File: src/hw/rtl/hem_pkg.sv
// Shared constants and types for the HDR exposure merge block.
`timescale 1ns / 1ps

package hem_pkg;

	localparam int NUM_EXP    = 4;
	localparam int SAMPLE_W   = 16;
	localparam int FRAC_W     = 16;
	localparam int SCALE_W    = 18;
	localparam int VALUE_W    = 18;
	localparam int CNT_W      = 3;
	localparam int SUM_W      = VALUE_W + $clog2(NUM_EXP);
	localparam int PROD_W     = SAMPLE_W + SCALE_W;
	localparam int ADDR_W     = 5;
	localparam int DATA_W     = 32;

	// floor(x / 3) == (x * Recip3) >> Div3Shift for every x below 2^21
	localparam int RECIP_W    = 21;
	localparam int Div3Shift  = 22;
	localparam logic [RECIP_W-1:0] Recip3 = RECIP_W'((64'd1 << Div3Shift) / 3 + 1);

	localparam logic [CNT_W-1:0]    ExpReset   = CNT_W'(NUM_EXP);
	localparam logic [SAMPLE_W-1:0] LowReset   = SAMPLE_W'(131);
	localparam logic [SAMPLE_W-1:0] HighReset  = SAMPLE_W'(64880);
	localparam logic [SCALE_W-1:0]  ScaleOne   = SCALE_W'(1 << FRAC_W);

	typedef enum logic [2:0] {
		REG_EXPOSURES,
		REG_LOW_THR,
		REG_HIGH_THR,
		REG_SCALE_ONE,
		REG_SCALE_TWO,
		REG_SCALE_THREE
	} reg_idx_t;

	typedef logic [SAMPLE_W-1:0] sample_t;
	typedef logic [VALUE_W-1:0]  value_t;
	typedef logic [CNT_W-1:0]    count_t;
	typedef logic [SUM_W-1:0]    sum_t;

	// what the last stage produces for one transaction
	typedef struct packed {
		value_t merged;
		count_t count;
		logic   fallback;
	} merge_res_t;

endpackage

File: src/hw/rtl/hdr_exposure_merge_core.sv
// Top level of the HDR exposure merge block: register port and four-stage pipeline.
//
// Usage:
//   Input channel: in_valid / in_stall with sample_zero .. sample_three, one
//   pixel channel of each exposure, darkest first, unsigned Q0.16.
//   Output channel: out_valid / out_stall with merged_value (Q2.16),
//   valid_count and used_fallback; exactly one result per input transaction.
//   A transaction moves on a rising edge where valid is high and stall is low.
//   Throughput is one transaction per cycle while out_stall is low; the
//   four registered stages are range checks, scale multipliers, adder tree
//   and divide by the count.
//   When out_stall is held, results stay in the output register and each stage
//   keeps its item; empty stages still fill, so in_stall rises only once every
//   stage holds a transaction.
//   Registers must be written over the APB port only while no transaction is in
//   flight; the block does not enforce it. Reset clears all valid bits and sets
//   the defaults (four exposures, thresholds 131 and 64880, all scales 1.0).
`timescale 1ns / 1ps

module hdr_exposure_merge_core
	import hem_pkg::*;
(
	input  logic              clk,
	input  logic              arst_n,
	// configuration
	input  logic              psel,
	input  logic              penable,
	input  logic              pwrite,
	input  logic [ADDR_W-1:0] paddr,
	input  logic [DATA_W-1:0] pwdata,
	output logic [DATA_W-1:0] prdata,
	output logic              pready,
	// input channel
	input  logic              in_valid,
	output logic              in_stall,
	input  sample_t           sample_zero,
	input  sample_t           sample_one,
	input  sample_t           sample_two,
	input  sample_t           sample_three,
	// output channel
	output logic              out_valid,
	input  logic              out_stall,
	output value_t            merged_value,
	output count_t            valid_count,
	output logic              used_fallback
);

	// configuration registers
	count_t                exp_q;
	sample_t               low_q;
	sample_t               high_q;
	logic [SCALE_W-1:0]    scale_q [1:NUM_EXP-1];

	reg_idx_t              reg_idx;
	logic                  wr_en;

	assign pready  = 1'b1;
	assign reg_idx = reg_idx_t'(paddr[ADDR_W-1:2]);
	assign wr_en   = psel && penable && pwrite;

	always_ff @(posedge clk or negedge arst_n) begin
		if (!arst_n) begin
			exp_q   <= ExpReset;
			low_q   <= LowReset;
			high_q  <= HighReset;
			for (int i = 1; i < NUM_EXP; i++) begin
				scale_q[i] <= ScaleOne;
			end
		end else if (wr_en) begin
			case (reg_idx)
				REG_EXPOSURES:   exp_q      <= pwdata[CNT_W-1:0];
				REG_LOW_THR:     low_q      <= pwdata[SAMPLE_W-1:0];
				REG_HIGH_THR:    high_q     <= pwdata[SAMPLE_W-1:0];
				REG_SCALE_ONE:   scale_q[1] <= pwdata[SCALE_W-1:0];
				REG_SCALE_TWO:   scale_q[2] <= pwdata[SCALE_W-1:0];
				REG_SCALE_THREE: scale_q[3] <= pwdata[SCALE_W-1:0];
				default: ;
			endcase
		end
	end

	always_comb begin
		case (reg_idx)
			REG_EXPOSURES:   prdata = DATA_W'(exp_q);
			REG_LOW_THR:     prdata = DATA_W'(low_q);
			REG_HIGH_THR:    prdata = DATA_W'(high_q);
			REG_SCALE_ONE:   prdata = DATA_W'(scale_q[1]);
			REG_SCALE_TWO:   prdata = DATA_W'(scale_q[2]);
			REG_SCALE_THREE: prdata = DATA_W'(scale_q[3]);
			default:         prdata = '0;
		endcase
	end

	// handshake: a stage takes a new item when it is empty or its successor moves
	logic v_s1, v_s2, v_s3, v_s4;
	logic rdy_s1, rdy_s2, rdy_s3, rdy_s4;

	assign rdy_s4   = !v_s4 || !out_stall;
	assign rdy_s3   = !v_s3 || rdy_s4;
	assign rdy_s2   = !v_s2 || rdy_s3;
	assign rdy_s1   = !v_s1 || rdy_s2;
	assign in_stall = !rdy_s1;

	always_ff @(posedge clk or negedge arst_n) begin
		if (!arst_n) begin
			v_s1 <= 1'b0;
			v_s2 <= 1'b0;
			v_s3 <= 1'b0;
			v_s4 <= 1'b0;
		end else begin
			if (rdy_s1) v_s1 <= in_valid;
			if (rdy_s2) v_s2 <= v_s1;
			if (rdy_s3) v_s3 <= v_s2;
			if (rdy_s4) v_s4 <= v_s3;
		end
	end

	// stage 1: range checks against the thresholds
	sample_t              samp_in [NUM_EXP];
	count_t               n_eff;
	logic [NUM_EXP-1:0]   ok;
	sample_t              samp_s1 [NUM_EXP];
	logic [NUM_EXP-1:0]   ok_s1;

	assign samp_in[0] = sample_zero;
	assign samp_in[1] = sample_one;
	assign samp_in[2] = sample_two;
	assign samp_in[3] = sample_three;

	always_comb begin
		if (exp_q == '0) begin
			n_eff = CNT_W'(1);
		end else if (exp_q > CNT_W'(NUM_EXP)) begin
			n_eff = CNT_W'(NUM_EXP);
		end else begin
			n_eff = exp_q;
		end
	end

	always_comb begin
		logic lo_ok, hi_ok, last;
		for (int i = 0; i < NUM_EXP; i++) begin
			last  = (CNT_W'(i) == n_eff - CNT_W'(1));
			lo_ok = last ? (samp_in[i] != '0) : (samp_in[i] >= low_q);
			hi_ok = (i == 0) ? 1'b1 : (samp_in[i] <= high_q);
			ok[i] = (CNT_W'(i) < n_eff) && lo_ok && hi_ok;
		end
	end

	always_ff @(posedge clk) begin
		if (rdy_s1) begin
			samp_s1 <= samp_in;
			ok_s1   <= ok;
		end
	end

	// stage 2: scale valid samples one to three, pass sample zero unscaled, truncate to Q2.16
	value_t   term_s2 [NUM_EXP];
	count_t   cnt_s2;
	sample_t  s0_s2;

	always_ff @(posedge clk) begin
		logic [PROD_W-1:0] prod;
		if (rdy_s2) begin
			term_s2[0] <= ok_s1[0] ? VALUE_W'(samp_s1[0]) : '0;
			for (int i = 1; i < NUM_EXP; i++) begin
				prod = {{SCALE_W{1'b0}}, samp_s1[i]} * {{SAMPLE_W{1'b0}}, scale_q[i]};
				term_s2[i] <= ok_s1[i] ? prod[FRAC_W+VALUE_W-1:FRAC_W] : '0;
			end
			cnt_s2 <= CNT_W'($countones(ok_s1));
			s0_s2  <= samp_s1[0];
		end
	end

	// stage 3: add the terms
	sum_t     sum_s3;
	count_t   cnt_s3;
	sample_t  s0_s3;

	always_ff @(posedge clk) begin
		if (rdy_s3) begin
			sum_s3 <= (SUM_W'(term_s2[0]) + SUM_W'(term_s2[1]))
				+ (SUM_W'(term_s2[2]) + SUM_W'(term_s2[3]));
			cnt_s3 <= cnt_s2;
			s0_s3  <= s0_s2;
		end
	end

	// stage 4: divide by the count, output register
	merge_res_t res;
	merge_res_t res_s4;

	hem_div u_div (
		.sum         (sum_s3),
		.count       (cnt_s3),
		.sample_zero (s0_s3),
		.res         (res)
	);

	always_ff @(posedge clk) begin
		if (rdy_s4) begin
			res_s4 <= res;
		end
	end

	assign out_valid     = v_s4;
	assign merged_value  = res_s4.merged;
	assign valid_count   = res_s4.count;
	assign used_fallback = res_s4.fallback;

endmodule

File: src/hw/rtl/hem_div.sv
// Mean of the scaled terms: divide the sum by a count of one to four, or fall back.
`timescale 1ns / 1ps

module hem_div
	import hem_pkg::*;
(
	input  sum_t       sum,
	input  count_t     count,
	input  sample_t    sample_zero,
	output merge_res_t res
);

	logic [SUM_W+RECIP_W-1:0] prod3;
	value_t                   quot;

	assign prod3 = {{RECIP_W{1'b0}}, sum} * {{SUM_W{1'b0}}, Recip3};

	always_comb begin
		case (count)
			3'd1:    quot = sum[VALUE_W-1:0];
			3'd2:    quot = sum[VALUE_W:1];
			3'd3:    quot = prod3[Div3Shift+VALUE_W-1:Div3Shift];
			3'd4:    quot = sum[VALUE_W+1:2];
			default: quot = '0;
		endcase
	end

	always_comb begin
		res.count = count;
		if (count == '0) begin
			res.merged   = VALUE_W'(sample_zero);
			res.fallback = 1'b1;
		end else begin
			res.merged   = quot;
			res.fallback = 1'b0;
		end
	end

endmodule

File: config.mk
export PLATFORM = sky130hd
export DESIGN_NAME = hdr_exposure_merge_core
export DESIGN_NICKNAME = d
export VERILOG_FILES = /design/src/hw/rtl/hem_pkg.sv /design/src/hw/rtl/hdr_exposure_merge_core.sv /design/src/hw/rtl/hem_div.sv
export SDC_FILE = /design/constraint.sdc
export NUM_CORES = 2
export LEC_CHECK = 0
export BUFFER_PORTS_ARGS = -buffer_cell sky130_fd_sc_hd__buf_2
export CAP_MARGIN = 20
export CORE_AREA = 2 2 348 247
export CTS_BUF_LIST = sky130_fd_sc_hd__clkbuf_4
export DETAILED_ROUTE_END_ITERATION = 10
export DIE_AREA = 0 0 350 249
export PLACE_DENSITY_LB_ADDON = 0.15
export SLEW_MARGIN = 30
export SYNTH_ARGS = -nofsm -noshare
export SYNTH_HDL_FRONTEND = slang
export SYNTH_SLANG_ARGS = --single-unit
File: constraint.sdc
create_clock -name clk -period 6.9 [get_ports clk]
set_clock_uncertainty 0.1 [all_clocks]
set_input_delay 1.38 -clock clk [delete_from_list [all_inputs] [get_ports clk]]
set_output_delay 1.38 -clock clk [all_outputs]
set_load 0.01 [all_outputs]
# After elaboration in Yosys (flattened, before gate mapping)
# Memory sizes are Yosys's and may differ from the RTL's.
# Cells that the tools add are included.
# W data, S select, Z words.
classes:
  add_sub_neg: 7
  multipliers: 4
  magnitude_cmp: 12
  eq_ne: 12
  mux: 16
  n_reduce_logical: 33
op_table:
  columns: ["operator", "count"]
  rows:
  - ["$pmux W18 S6", 1]
  - ["$mul A16 B18 Y34", 3]
  - ["$pmux W18 S4", 1]
  - ["$ge A16 B16 Y1", 4]
  - ["$reduce_bool A16 Y1", 4]
  - ["$mux W18", 3]
  - ["$le A16 B16 Y1", 3]
  - ["$mul A20 B20 Y39 const B", 1]
  - ["$add A18 B18 Y19", 2]
  - ["$mux W16", 2]
  - ["$add A19 B19 Y20", 1]
  - ["$eq A3 B2 Y1 const B", 4]
  - ["$logic_not A3 Y1", 4]
  - ["$reduce_and A2 Y1", 6]
  - ["$eq A3 B3 Y1 const B", 3]
  - ["$logic_and A1 B1 Y1", 9]
  - ["$mux W1", 7]
  - ["$eq A2 B3 Y1 const A", 2]
  - ["$eq A3 B1 Y1 const B", 2]
  - ["$logic_not A1 Y1", 6]
  - ["$lt A1 B3 Y1 const A", 2]
  - ["$lt A2 B3 Y1 const A", 2]
  - ["$mux W3", 2]
  - ["$add A1 B1 Y2", 2]
  - ["5 further kinds", 8]
totals:
  regBits: 241
  ramBits: 72
  in_bits: 108
  word_cells: 109
  n_memories: 1
mem_list:
  columns: ["name", "words", "word_bits", "read_ports", "rd_ports_with_merged_regs", "wr", "line", "source"]
  rows:
  - ["term_s2", 4, 18, 4, 0, 4, "hdr_exposure_merge_core.sv:158", "value_t term_s2 [NUM_EXP];"]

# Logic depth before layout (Yosys ltp)
depth:
  depth_word: 8
  depth_mapped: 25

# By module
# Synthesis repeated with hierarchy kept, for this count alone.
hier_totals:
  cells_unflattened: 5013
  hier_area_um2: 49867.8
modules_own_cells:
  columns: ["module", "instances", "cells_per_inst", "area_per_inst_um2", "seq_area_each_um2"]
  rows:
  - ["hdr_exposure_merge_core", 1, 4210, 42404.4, 8894.8]
  - ["hem_div", 1, 803, 7463.4, 0.0]

# Least setup slack after synthesis
# Ideal clock, no wire load.
synth_path:
  path_type: "register to register"
  startpoint: "register scale_q[34] in the netlist's numbering"
  endpoint: "memory term_s2[2][10] in the netlist's numbering (data pin)"
  setup_time_ns: 0.266
  t_arrival_ns: 6.341
  setup_slack_ns: 0.193
  stages_incl_launch_ff: 24
  n_path_buf: 2
  cell_sequence: "dfstp_2 clkbuf_1 clkbuf_1 nand2_1 fa_1 inv_1 fa_1 inv_1 fa_1 fa_1 fa_1 inv_1 fa_1 ha_1 a21o_1 a21o_1 a21o_1 a21o_1 a221o_1 a211oi_1 o21bai_1 a21oi_1 xor2_1 nor2_1"
synth_rtl:
  columns: ["element", "line", "source"]
  rows:
  - ["start: declaration", "hdr_exposure_merge_core.sv:52", "logic [SCALE_W-1:0] scale_q [1:NUM_EXP-1];"]
  - ["start signal: indexed assignment", "hdr_exposure_merge_core.sv:67", "scale_q[i] <= ScaleOne;"]
  - ["end: declaration", "hdr_exposure_merge_core.sv:158", null]

==> run_results.csv <==
group,metric,value,unit
global_routing,antenna_found_initial,11,
final_layout,layout_commonest_cell,"inv_1",
routing,routed_wl,142000,um
placed_design,numPortBuffers,133,
clock_network,cts-root-buf,"clkbuf_4",
routing,routed_via_density,5.61,
setup_path,arrival,7.38,ns
placed_design,hpwl,118000,um
synthesis,synthTopCellsByArea,"fa_1 (34%), ha_1 (16%), edfxtp_1 (13%), inv_1 (7.9%), nand2_1 (5.1%)",
synthesis,yosysTopAreaCellShare,33.9,%
die,die_height,249,um
status,status,"completed",
timing,fin_crit,6.77,ns
synthesis,ys_ff_latch,311,
global_routing,grt_pass1_wl,219000,um
setup_path,cp-end-kind,"register",
clock_network,cts_tree,"done",
routing,firstDrtPassIters,6,
setup_path,worstPathMaxFanout,12,
global_routing,grt_use_total,33.6,%
setup_path,crit_type,"reg -> reg",
global_routing,grt_max_degree,67,
setup_path,cp-start-kind,"register",
die,start_util,58.7,%
routing,drt_iter0_drc,3025,
placed_design,place_area,52200,um2
synthesis,synth_top_area_cell,"fa_1",
synthesis,yosysWarnings,0,
setup_path,worstPathRequired,7.50,ns
die,die_area,87200,um2
global_routing,grt_overflow,0,
routing,via_count,35872,
synthesis,synth_cells,4915,
clock_network,path_clk_slew,0.07,ns
die,core_area,83600,um2
timing,max_clock_freq,148,MHz
clock_network,cts-htree-levels,3,
clock_network,insertion_delay,0.87,ns
synthesis,ys.flop_type,"edfxtp_1",
global_routing,grt_pass1_vias,36866,
clock_network,numClockSinks,311,
final_layout,multi_input_area,35600,um2
final_layout,layout_common_cells,"inv_1 (1,029), fa_1 (832), nand2_1 (667)",
routing,drtAntennaViolNets,0,
final_layout,final_area,53700,um2
synthesis,yosysUniqueCellTypes,71,
timing,finalSetupViolCount,0,
routing,drc,0,
die,die_w,350,um
placed_design,place.gp.congestion,1.02,
clock_network,holdBufCountCts,0,
routing,routedWlPerCell,22.2,um
timing,rsz0062_at_grt,"false",
timing,period_share,98.2,%
die,io_pins,165,
clock_network,cts_made_buffers,86,
min_path,hp-class,"reg -> reg",
synthesis,yosysSeqAreaShare,18.1,%
final_layout,layout.nets,6750,
final_layout,fillCellCount,6981,
timing,slew_viol_final,0,
final_layout,drive_above_1_share,12.6,%
final_layout,seq_area,8910,um2
timing,fin_setup_tns,0,ns
timing,final-hold-violation-count,0,
clock_network,clk_path_buf_depth,3,
flow_run,max_cap_viol_count,0,
synthesis,async_flop_share,29.9,%
die,rows,89,
final_layout,area_growth,9.37,%
synthesis,netlist_area,49100,um2
timing,maxSlewHeadroom,39.4,%
timing,worstMarginPinSlew,0.904,ns
synthesis,syn_area_per_cell,9.98,um2
synthesis,synth-edff-count,218,
[cells in the mapped netlist, types with 24 or more instances]
cell	instances
inv_1	1029
fa_1	832
nand2_1	669
ha_1	628
and2_1	301
edfxtp_1	218
clkbuf_1	200
a21oi_1	101
nor2_1	88
a21o_1	79
o21ai_0	77
dfrtp_1	76
mux2_2	65
xnor2_1	58
xor2_1	37
mux2i_1	32
nand4_1	30
nand2b_1	28
o21ai_1	25
a22oi_1	24
nor3_1	24
[cell type report]
type,count,share of cell area (%)
repair buffers,388,5.04
clock inverters,33,0.473
well taps,1137,2.65
flip-flops and latches,311,16.6
inverters,1031,7.21
clock buffers,124,1.73
multi-input cells,3364,66.3
diodes,3,0.0140
[metal layers]
layer | global-route usage [%] | share of wire (%) | up-vias
met5 | 0 | 0.038 | -
met3 | 11.6 | 13 | 252
met1 | 51.6 | 45 | 17886
met4 | 7.43 | 2.3 | 12
li1 | - | - | 15961
met2 | 45.7 | 40 | 1761
[worst max-delay path, cell delays in order (launching register included)]
cell and delay, ns:
dfrtp_1 0.80, nand2_1 0.19, fa_1 0.58, fa_1 0.43
fa_1 0.53, fa_1 0.44, fa_1 0.49, inv_1 0.05
fa_1 0.44, ha_1 0.32, a21o_1 0.16, a21o_1 0.17
a21oi_1 0.42, nor3b_1 0.27, a22oi_1 0.11, buf_4 0.21
a31o_2 0.27, a21o_1 0.20, a21oi_1 0.19, mux2i_1 0.21
[stage by stage]
stage          instances  util (%)  setup slack (ns)  hold slack (ns)
6_report            6391      64.2             0.127            0.302
4_1_cts             6364      63.8           0.00872            0.300
5_1_grt             6391      64.2          0.000123            0.308
3_5_place_dp        6207      62.4            0.0457            0.305
3_3_place_gp        6207      62.4             0.111            0.303
2_1_floorplan       4928         -             0.193            0.300
[path summary, 6_finish.rpt]
kind / startpoint / endpoint / slack [ns] / cells past startpoint
setup / recovery: scale_q[3]$_DFFE_PN0P_ / term_s2[3][10]$_SDFFCE_PN0P_ / 0.13 / 19
hold / removal: s0_s2[9]$_DFFE_PP_ / s0_s3[9]$_DFFE_PP_ / 0.30 / 0
setup reg to reg: scale_q[3]$_DFFE_PN0P_ / term_s2[3][10]$_SDFFCE_PN0P_ / 0.13 / 19
hold reg to reg: s0_s2[9]$_DFFE_PP_ / s0_s3[9]$_DFFE_PP_ / 0.30 / 0
max in group asynchronous: arst_n / scale_q[11]$_DFFE_PN0P_ / 5.27 / 2
min in group asynchronous: arst_n / scale_q[48]$_DFFE_PN0P_ / 0.38 / 1
[what timing repair did]
action / 4_1_cts / 5_1_grt
setup endpoints to repair: 0 / 30
buffers inserted: 0 / 24
hold endpoints to repair: 0 / 0
resized for setup: 0 / 25
[flip-flops by register name, indices dropped and copies added, names as in the netlist, 3 cells and up]
signal,count
s0_s2,16
term_s2,70
scale_q,54
merged_value,18
s0_s3,16
ok_s1,4
exp_q,3
samp_s1,64
valid_count,3
cnt_s3,3
low_q,16
sum_s3,20
high_q,16
cnt_s2,3
[kinds of logic after synthesis]
family,count (synthesis),share of synthesized area (%)
multiplexers,111,2.53
buffers and inverters,1253,9.70
AND/OR/NAND/NOR,1241,11.9
AO/OA/AOI/OAI,442,6.04
flip-flops,311,18.1
XOR/XNOR,95,1.70
other,2,0.0153
adder cells (fa/ha/maj),1460,50.0
Power is left out: the tool's default activity adds up to more than one toggle a clock period on the data nets, which glitch-free logic cannot reach.
